`src/scp_pkg.sv`:
```
`timescale 1ns / 1ps

package scp_pkg;

    localparam int unsigned ANGLE_W = 10;
    localparam logic [ANGLE_W-1:0] MAX_ANGLE_RESET = 10'd90;

    localparam logic [1:0] CMD_CODE_BYTE  = 2'd0;
    localparam logic [1:0] CMD_CODE_ENTER = 2'd1;
    localparam logic [1:0] CMD_CODE_EXIT  = 2'd2;

    localparam logic [7:0] CH_ZERO  = 8'h30;
    localparam logic [7:0] CH_THREE = 8'h33;
    localparam logic [7:0] CH_NINE  = 8'h39;
    localparam logic [7:0] CH_CR    = 8'h0D;
    localparam logic [7:0] CH_LF    = 8'h0A;
    localparam logic [7:0] CH_BS    = 8'h08;
    localparam logic [7:0] CH_DEL   = 8'h7F;

    typedef enum logic [1:0] {
        KIND_BYTE  = 2'd0,
        KIND_ENTER = 2'd1,
        KIND_EXIT  = 2'd2,
        KIND_NONE  = 2'd3
    } kind_t;

    typedef enum logic [3:0] {
        EV_NONE     = 4'd0,
        EV_MENU     = 4'd1,
        EV_PROMPT   = 4'd2,
        EV_APPLIED  = 4'd3,
        EV_SELERR   = 4'd4,
        EV_RANGEERR = 4'd5,
        EV_DIGIT    = 4'd6,
        EV_ERASED   = 4'd7,
        EV_EXITED   = 4'd8
    } event_t;

    typedef enum logic [2:0] {
        MODE_IDLE  = 3'b001,
        MODE_SERVO = 3'b010,
        MODE_ANGLE = 3'b100
    } mode_t;

    typedef struct packed {
        kind_t      kind;
        logic [7:0] ch;
        logic       is_digit;
        logic       is_sel;
        logic       is_cr;
        logic       is_lf;
        logic       is_bs;
        logic [3:0] digit;
    } token_t;

    typedef struct packed {
        logic full;
        logic empty;
    } queue_status_t;

endpackage

```
`src/scp_front.sv`:
```
`timescale 1ns / 1ps

module scp_front
(
    input  logic                   in_valid,
    output logic                   in_ready,
    input  logic [1:0]             command,
    input  logic [7:0]             rx_byte,
    input  scp_pkg::queue_status_t q_status,
    output logic                   push,
    output scp_pkg::token_t        token
);

    logic [7:0] digit_full;

    assign in_ready   = !q_status.full;
    assign push       = in_valid && in_ready;
    assign digit_full = rx_byte - scp_pkg::CH_ZERO;

    always_comb
    begin
        case (command)
            scp_pkg::CMD_CODE_BYTE:  token.kind = scp_pkg::KIND_BYTE;
            scp_pkg::CMD_CODE_ENTER: token.kind = scp_pkg::KIND_ENTER;
            scp_pkg::CMD_CODE_EXIT:  token.kind = scp_pkg::KIND_EXIT;
            default:                 token.kind = scp_pkg::KIND_NONE;
        endcase
        token.ch       = rx_byte;
        token.is_digit = (rx_byte >= scp_pkg::CH_ZERO) && (rx_byte <= scp_pkg::CH_NINE);
        token.is_sel   = (rx_byte >= scp_pkg::CH_ZERO) && (rx_byte <= scp_pkg::CH_THREE);
        token.is_cr    = (rx_byte == scp_pkg::CH_CR);
        token.is_lf    = (rx_byte == scp_pkg::CH_LF);
        token.is_bs    = (rx_byte == scp_pkg::CH_BS) || (rx_byte == scp_pkg::CH_DEL);
        token.digit    = digit_full[3:0];
    end

endmodule

```
`src/scp_queue.sv`:
```
`timescale 1ns / 1ps

module scp_queue
(
    input  logic                   clk,
    input  logic                   rst_n,
    input  logic                   push,
    input  scp_pkg::token_t        push_token,
    input  logic                   pop,
    output scp_pkg::token_t        pop_token,
    output scp_pkg::queue_status_t status
);

    scp_pkg::token_t entry_reg [2];
    logic            wr_ptr_reg;
    logic            wr_ptr_next;
    logic            rd_ptr_reg;
    logic            rd_ptr_next;
    logic [1:0]      count_reg;
    logic [1:0]      count_next;

    assign status.full  = (count_reg == 2'd2);
    assign status.empty = (count_reg == 2'd0);
    assign pop_token    = entry_reg[rd_ptr_reg];

    always_comb
    begin
        wr_ptr_next = push ? !wr_ptr_reg : wr_ptr_reg;
        rd_ptr_next = pop ? !rd_ptr_reg : rd_ptr_reg;
        count_next  = count_reg + {1'b0, push} - {1'b0, pop};
    end

    always_ff @(posedge clk or negedge rst_n)
    begin
        if (!rst_n)
        begin
            wr_ptr_reg <= 1'b0;
            rd_ptr_reg <= 1'b0;
            count_reg  <= 2'd0;
        end
        else
        begin
            wr_ptr_reg <= wr_ptr_next;
            rd_ptr_reg <= rd_ptr_next;
            count_reg  <= count_next;
        end
    end

    always_ff @(posedge clk)
    begin
        if (push)
        begin
            entry_reg[wr_ptr_reg] <= push_token;
        end
    end

endmodule

```
`src/scp_back.sv`:
```
`timescale 1ns / 1ps

module scp_back
(
    input  logic            clk,
    input  logic            rst_n,
    input  logic            cfg_valid,
    output logic            cfg_ready,
    input  logic [9:0]      max_angle,
    input  logic            q_valid,
    input  scp_pkg::token_t token,
    output logic            pop,
    output logic            out_valid,
    input  logic            out_ready,
    output logic [3:0]      event_res,
    output logic            echo_valid,
    output logic [7:0]      echo_byte,
    output logic            apply_valid,
    output logic [1:0]      servo_index,
    output logic [9:0]      angle_value
);

    logic [9:0]      max_angle_reg;
    scp_pkg::mode_t  mode_reg;
    scp_pkg::mode_t  mode_next;
    logic [1:0]      sel_reg;
    logic [1:0]      sel_next;
    logic [9:0]      sum_reg;
    logic [9:0]      sum_next;
    logic [1:0]      digits_reg;
    logic [1:0]      digits_next;
    logic            cr_reg;
    logic            cr_next;

    logic            out_valid_reg;
    logic            out_valid_next;
    scp_pkg::event_t ev_reg;
    scp_pkg::event_t ev_next;
    logic            echo_v_reg;
    logic            echo_v_next;
    logic [7:0]      echo_b_reg;
    logic [7:0]      echo_b_next;
    logic            apply_reg;
    logic            apply_next;
    logic [9:0]      shown_reg;
    logic [9:0]      shown_next;

    logic [13:0]     sum_x10;
    logic [17:0]     div_prod;
    logic [9:0]      sum_div10;
    logic            do_apply;
    logic [9:0]      apply_sum;

    assign cfg_ready   = 1'b1;
    assign pop         = q_valid && (!out_valid_reg || out_ready);
    assign out_valid   = out_valid_reg;
    assign event_res   = ev_reg;
    assign echo_valid  = echo_v_reg;
    assign echo_byte   = echo_b_reg;
    assign apply_valid = apply_reg;
    assign servo_index = sel_reg;
    assign angle_value = shown_reg;

    // x*10 + d and x/10 as (x*205)>>11, exact for 10-bit x
    assign sum_x10   = {1'b0, sum_reg, 3'b000} + {3'b000, sum_reg, 1'b0} + {10'd0, token.digit};
    assign div_prod  = {8'd0, sum_reg} * 18'd205;
    assign sum_div10 = {3'd0, div_prod[17:11]};

    always_comb
    begin
        mode_next   = mode_reg;
        sel_next    = sel_reg;
        sum_next    = sum_reg;
        digits_next = digits_reg;
        cr_next     = cr_reg;
        ev_next     = scp_pkg::EV_NONE;
        echo_v_next = 1'b0;
        echo_b_next = 8'd0;
        apply_next  = 1'b0;
        do_apply    = 1'b0;
        apply_sum   = sum_reg;
        case (token.kind)
            scp_pkg::KIND_ENTER:
            begin
                sum_next    = 10'd0;
                digits_next = 2'd0;
                cr_next     = 1'b0;
                mode_next   = scp_pkg::MODE_SERVO;
                ev_next     = scp_pkg::EV_MENU;
            end
            scp_pkg::KIND_EXIT:
            begin
                mode_next = scp_pkg::MODE_IDLE;
                ev_next   = scp_pkg::EV_EXITED;
            end
            scp_pkg::KIND_BYTE:
            begin
                if (mode_reg != scp_pkg::MODE_IDLE)
                begin
                    if (cr_reg && token.is_lf)
                    begin
                        cr_next = 1'b0;
                    end
                    else
                    begin
                        cr_next = token.is_cr;
                        if (mode_reg == scp_pkg::MODE_SERVO)
                        begin
                            if (token.is_sel)
                            begin
                                echo_v_next = 1'b1;
                                echo_b_next = token.ch;
                                sel_next    = token.digit[1:0];
                                sum_next    = 10'd0;
                                digits_next = 2'd0;
                                mode_next   = scp_pkg::MODE_ANGLE;
                                ev_next     = scp_pkg::EV_PROMPT;
                            end
                            else if (token.is_cr)
                            begin
                                ev_next = scp_pkg::EV_MENU;
                            end
                            else
                            begin
                                echo_v_next = 1'b1;
                                echo_b_next = token.ch;
                                ev_next     = scp_pkg::EV_SELERR;
                            end
                        end
                        else
                        begin
                            if (token.is_digit)
                            begin
                                echo_v_next = 1'b1;
                                echo_b_next = token.ch;
                                apply_sum   = sum_x10[9:0];
                                sum_next    = sum_x10[9:0];
                                digits_next = digits_reg + 2'd1;
                                ev_next     = scp_pkg::EV_DIGIT;
                                do_apply    = (digits_reg == 2'd2);
                            end
                            else if (token.is_cr)
                            begin
                                if (digits_reg == 2'd0)
                                begin
                                    mode_next = scp_pkg::MODE_SERVO;
                                    ev_next   = scp_pkg::EV_MENU;
                                end
                                else
                                begin
                                    do_apply = 1'b1;
                                end
                            end
                            else if (token.is_bs && (digits_reg != 2'd0))
                            begin
                                digits_next = digits_reg - 2'd1;
                                sum_next    = sum_div10;
                                ev_next     = scp_pkg::EV_ERASED;
                            end
                            if (do_apply)
                            begin
                                if (apply_sum > max_angle_reg)
                                begin
                                    ev_next = scp_pkg::EV_RANGEERR;
                                end
                                else
                                begin
                                    ev_next    = scp_pkg::EV_APPLIED;
                                    apply_next = 1'b1;
                                    mode_next  = scp_pkg::MODE_SERVO;
                                end
                                sum_next    = 10'd0;
                                digits_next = 2'd0;
                            end
                        end
                    end
                end
            end
            default:
            begin
                ev_next = scp_pkg::EV_NONE;
            end
        endcase
        shown_next = do_apply ? apply_sum : sum_next;

        if (pop)
        begin
            out_valid_next = 1'b1;
        end
        else if (out_ready)
        begin
            out_valid_next = 1'b0;
        end
        else
        begin
            out_valid_next = out_valid_reg;
        end
    end

    always_ff @(posedge clk or negedge rst_n)
    begin
        if (!rst_n)
        begin
            max_angle_reg <= scp_pkg::MAX_ANGLE_RESET;
            mode_reg      <= scp_pkg::MODE_IDLE;
            sel_reg       <= 2'd0;
            sum_reg       <= 10'd0;
            digits_reg    <= 2'd0;
            cr_reg        <= 1'b0;
            out_valid_reg <= 1'b0;
        end
        else
        begin
            if (cfg_valid)
            begin
                max_angle_reg <= max_angle;
            end
            if (pop)
            begin
                mode_reg   <= mode_next;
                sel_reg    <= sel_next;
                sum_reg    <= sum_next;
                digits_reg <= digits_next;
                cr_reg     <= cr_next;
            end
            out_valid_reg <= out_valid_next;
        end
    end

    always_ff @(posedge clk)
    begin
        if (pop)
        begin
            ev_reg     <= ev_next;
            echo_v_reg <= echo_v_next;
            echo_b_reg <= echo_b_next;
            apply_reg  <= apply_next;
            shown_reg  <= shown_next;
        end
    end

endmodule

```
`src/serial_servo_command_parser.sv`:
```
`timescale 1ns / 1ps

// Terminal command parser for four servos. Each transfer on the input channel
// yields exactly one result transfer, in order. Throughput is one item per
// clock while the output is not stalled; an accepted item passes through the
// two-entry token queue and then through the output register. The queue
// lets input keep flowing for two items while the output is stalled. The
// max_angle register resets to 90 and is written through the cfg channel,
// which is always ready; write it only while no item is in flight.
module serial_servo_command_parser
(
    input  logic       clk,
    input  logic       rst_n,
    input  logic       in_valid,
    output logic       in_ready,
    input  logic [1:0] command,
    input  logic [7:0] rx_byte,
    input  logic       cfg_valid,
    output logic       cfg_ready,
    input  logic [9:0] max_angle,
    output logic       out_valid,
    input  logic       out_ready,
    output logic [3:0] event_res,
    output logic       echo_valid,
    output logic [7:0] echo_byte,
    output logic       apply_valid,
    output logic [1:0] servo_index,
    output logic [9:0] angle_value
);

    scp_pkg::queue_status_t q_status;
    scp_pkg::token_t        push_token;
    scp_pkg::token_t        pop_token;
    logic                   push;
    logic                   pop;

    scp_front u_front
    (
        .in_valid (in_valid),
        .in_ready (in_ready),
        .command  (command),
        .rx_byte  (rx_byte),
        .q_status (q_status),
        .push     (push),
        .token    (push_token)
    );

    scp_queue u_queue
    (
        .clk        (clk),
        .rst_n      (rst_n),
        .push       (push),
        .push_token (push_token),
        .pop        (pop),
        .pop_token  (pop_token),
        .status     (q_status)
    );

    scp_back u_back
    (
        .clk         (clk),
        .rst_n       (rst_n),
        .cfg_valid   (cfg_valid),
        .cfg_ready   (cfg_ready),
        .max_angle   (max_angle),
        .q_valid     (!q_status.empty),
        .token       (pop_token),
        .pop         (pop),
        .out_valid   (out_valid),
        .out_ready   (out_ready),
        .event_res   (event_res),
        .echo_valid  (echo_valid),
        .echo_byte   (echo_byte),
        .apply_valid (apply_valid),
        .servo_index (servo_index),
        .angle_value (angle_value)
    );

    a_apply_event: assert property (@(posedge clk) disable iff (!rst_n)
        out_valid |-> (apply_valid == (event_res == scp_pkg::EV_APPLIED)))
        else $error("apply flag disagrees with event");

    a_echo_zero: assert property (@(posedge clk) disable iff (!rst_n)
        (out_valid && !echo_valid) |-> (echo_byte == 8'd0))
        else $error("echo byte set without echo");

    a_queue_status: assert property (@(posedge clk) disable iff (!rst_n)
        !(q_status.full && q_status.empty))
        else $error("queue both full and empty");

    a_full_push: assert property (@(posedge clk) disable iff (!rst_n)
        (q_status.full && !pop) |=> q_status.full)
        else $error("full queue lost an entry without a pop");

endmodule

```
`config.mk`:
```
export PLATFORM = sky130hd
export DESIGN_NAME = serial_servo_command_parser
export DESIGN_NICKNAME = d
export VERILOG_FILES = /design/src/scp_pkg.sv /design/src/scp_front.sv /design/src/scp_queue.sv /design/src/scp_back.sv /design/src/serial_servo_command_parser.sv
export SDC_FILE = /design/constraint.sdc
export NUM_CORES = 1
export LEC_CHECK = 0
export ABC_AREA = 1
export BUFFER_PORTS_ARGS = -buffer_cell sky130_fd_sc_hd__buf_2
export CAP_MARGIN = 10
export CORE_ASPECT_RATIO = 0.75
export CORE_MARGIN = 1.5
export CORE_UTILIZATION = 45
export DETAILED_ROUTE_END_ITERATION = 7
export SYNTH_ARGS = -nofsm -noshare
export SYNTH_HDL_FRONTEND = slang
export SYNTH_SLANG_ARGS = --single-unit
```
`constraint.sdc`:
```
create_clock -name clk -period 10 [get_ports clk]
set_clock_uncertainty 0.2 [all_clocks]
set_input_delay 2 -clock clk [delete_from_list [all_inputs] [get_ports clk]]
set_output_delay 2 -clock clk [all_outputs]
set_load 0.1 [all_outputs]
```
==> summary.txt <==
Die
  • I/O pins: 54
  • Starting density of the core: ~47%
  • Die Wd: between 100 and 150 um
  • Die Ht: roughly 110 um
  • CORE AREA: ~15000 um2
  • Die area: about 16000 um2
  • Row Count: 38

Critical path
  • Kind of critical path: reg2reg
  • Crit start category: flop
  • Crit path capture type: flop
  • Peak fanout along the critical path: 18
  • WP data arrival: approximately 4.9 ns
  • CP required: between 9 and 10 ns

Drt
  • Pre-antenna DRT Iters: 5
  • Iteration-0 DRC Markers: roughly 500
  • Total Wirelength: approximately 16 mm
  • # DRC: 0
  • Routed vias: 5523
  • Vias/cell: between 5 and 6
  • Remaining antenna violation count: 0
  • Post-DR wirelength/cell: around 15 um

Global route
  • Vias in the first global route: ~5100
  • Congestion Overflow GR: 0
  • Global-route usage over all layers: around a fifth
  • Initial antenna violation count: 0
  • First-pass GRT wire length: roughly 27 mm
  • Largest net degree at the start of global routing: between 40 and 50

Synth
  • Syn_area_per_cell: 8.17 um2
  • Sequential element share of the synthesized area: between 30% and 40%
  • Post-Syn Area: 6850 um2
  • Post-synthesis instance total: about 840
  • Top-count cell post-synth: nand2_1
  • Flops & latches, synth: just under 90
  • Post-Syn Nets: 956
  • Yosys warnings: 0
  • Post-synth EDFFs: 54
  • Top cells by area, synth: edfxtp_1 24%, ha_1 14%, nand2_1 13%
  • Dominant cell type by area after synthesis: edfxtp_1
  • Async SR Flop Fraction: 37.9%
  • Netlist cell types: 58
  • Primary FF master, synth: edfxtp_1
  • List of most frequent post-synthesis cells: 244 x nand2_1, 126 x inv_1, 74 x ha_1
  • Top cell type's share of synthesized area: a little under a quarter

Cells and area
  • Final nets: between 1000 and 1500
  • Largest register FFs: 30
  • P&R area growth vs syn: 10.3%
  • Ant diodes: 0
  • Fraction of layout instances using a drive strength above 1: 13.1%

STA
  • Crit path time final: ~5 ns
  • Fmax achieved: approximately 200 MHz
  • Fin. max-slew vios: 0
  • Slew headroom: 43.0%
  • Slew @ Worst Pin: 0.854 ns
  • Final hold vios: 0
  • Share of the clock period used by the worst path: ~50%
  • Final setup viols: 0
  • Slack of the critical path: 4.98 ns
  • Setup TNS: 0 ns
  • Unrepaired setup endpoints after global routing: false

Clocking
  • Clock sinks: 87
  • CTS Buf Count: 9
  • Hold-fix buffers at CTS: 0
  • CTS tree: yes
  • Clock-pin transition on the worst setup and hold timing paths: about 0.07 ns
  • Clock root buffer: clkbuf_16
  • Setup bufs post-CTS: 0
  • Htree depth: 3
  • Max clock buf depth: 2
  • CTS resizes: 0
  • Clock Latency Late Sink: 0.34 ns

Hold path
  • HP Class: reg2reg

Placement
  • HPWL Detailed: 12.5 mm
  • GPL Wtd Cong: 0.934
  • DP Worst Slack: 5.03 ns
  • I/O Buffers: 52

Job
  • Max Cap Viol: 0

Run status
  • Outcome: finished clean
[area by class of cell]
cell class | count | area, um2
tap | 200 | 250
clock inverter | 7 | 61.3
inverter | 137 | 524
multi-input combinational | 595 | 3760
sequential | 87 | 2450
fill | 1423 | 7130
timing repair buffer | 56 | 290
clock buffer | 9 | 225
[worst max-delay path, cell delays in order, from the launching register on]
cell,delay (ns)
dfrtp_1,0.83
inv_4,0.20
or2_2,0.32
o21ai_0,0.11
inv_1,0.11
ha_1,0.31
ha_1,0.23
fa_1,0.41
nand2_1,0.07
inv_1,0.04
o21ai_0,0.20
nand3_1,0.11
a21oi_1,0.25
a21oi_1,0.14
ha_1,0.31
nand4_1,0.11
nor3_1,0.20
o21ai_0,0.14
o2111ai_1,0.15
nand2_1,0.12
nand2_1,0.12
a211oi_1,0.08
[cells by family (layout without fill, tap and decap cells)]
logic type	count (synthesis)	count (layout)	share of synthesized area, %
and+or+nand+nor	370	370	24.1
buffers and inverters	157	209	9.55
AOI/OAI and AO/OA	118	118	9.88
adders and majority gates	92	92	18.8
DFF	87	87	35.8
xor gates and xnor gates	11	11	1.41
muxes	3	3	0.456
other	1	1	0.0547
[placed cells by master (no fill, tap or decap), drive strengths merged]
cell / instances
edfxtp: 54
o21ai: 50
o2111ai: 1
and2: 2
nand2: 251
conb: 1
or2: 6
a21oi: 43
buf: 56
fa: 18
a21o: 2
a211oi: 3
nand3b: 2
nand4: 5
ha: 74
clkbuf: 9
nor2: 44
nor3: 13
dfrtp: 28
dfstp: 5
a31oi: 2
inv: 141
nand3: 43
mux2: 1
xor2: 7
clkinvlp: 1
xnor2: 4
o211ai: 3
a32oi: 1
mux2i: 2
nor4: 2
a22o: 1
o31ai: 8
clkinv: 2
o41ai: 1
nor3b: 2
o21bai: 2
o211a: 1
[per-stage QoR]
stage	util, %	area [um2]	std cells	hold slack [ns]
floorplan	-	6850	839	0.264
global placement	49.5	7280	1075	0.278
detailed placement	49.5	7280	1075	0.282
CTS	51.5	7560	1091	0.298
global route	51.5	7560	1091	0.321
finish	51.5	7560	1091	0.296
[metal layers]
layer,vias up,GRT usage [%],wire (um)
met5,-,0,0
met4,0,4.23,191
met3,17,3.98,1080
met2,179,30.7,6340
met1,2503,33.2,8580
li1,2824,-,-
[path summary, 6_finish.rpt]
path / start / to / slack (ns) / depth (start not counted)
setup / recovery: u_queue.rd_ptr_reg / u_back.event_res[1] / 4.98 / 21
hold / removal: u_back.max_angle_reg[1] / u_back.max_angle_reg[1] / 0.30 / 2
setup reg to reg: u_queue.rd_ptr_reg / u_back.event_res[1] / 4.98 / 21
hold reg to reg: u_back.max_angle_reg[1] / u_back.max_angle_reg[1] / 0.30 / 2
max in group asynchronous: rst_n / u_back.digits_reg[0] / 7.49 / 1
min in group asynchronous: rst_n / u_queue.count_reg[0] / 1.57 / 1
Power is left out: the tool's default activity adds up to more than one toggle a clock period on the data nets, which glitch-free logic cannot reach.
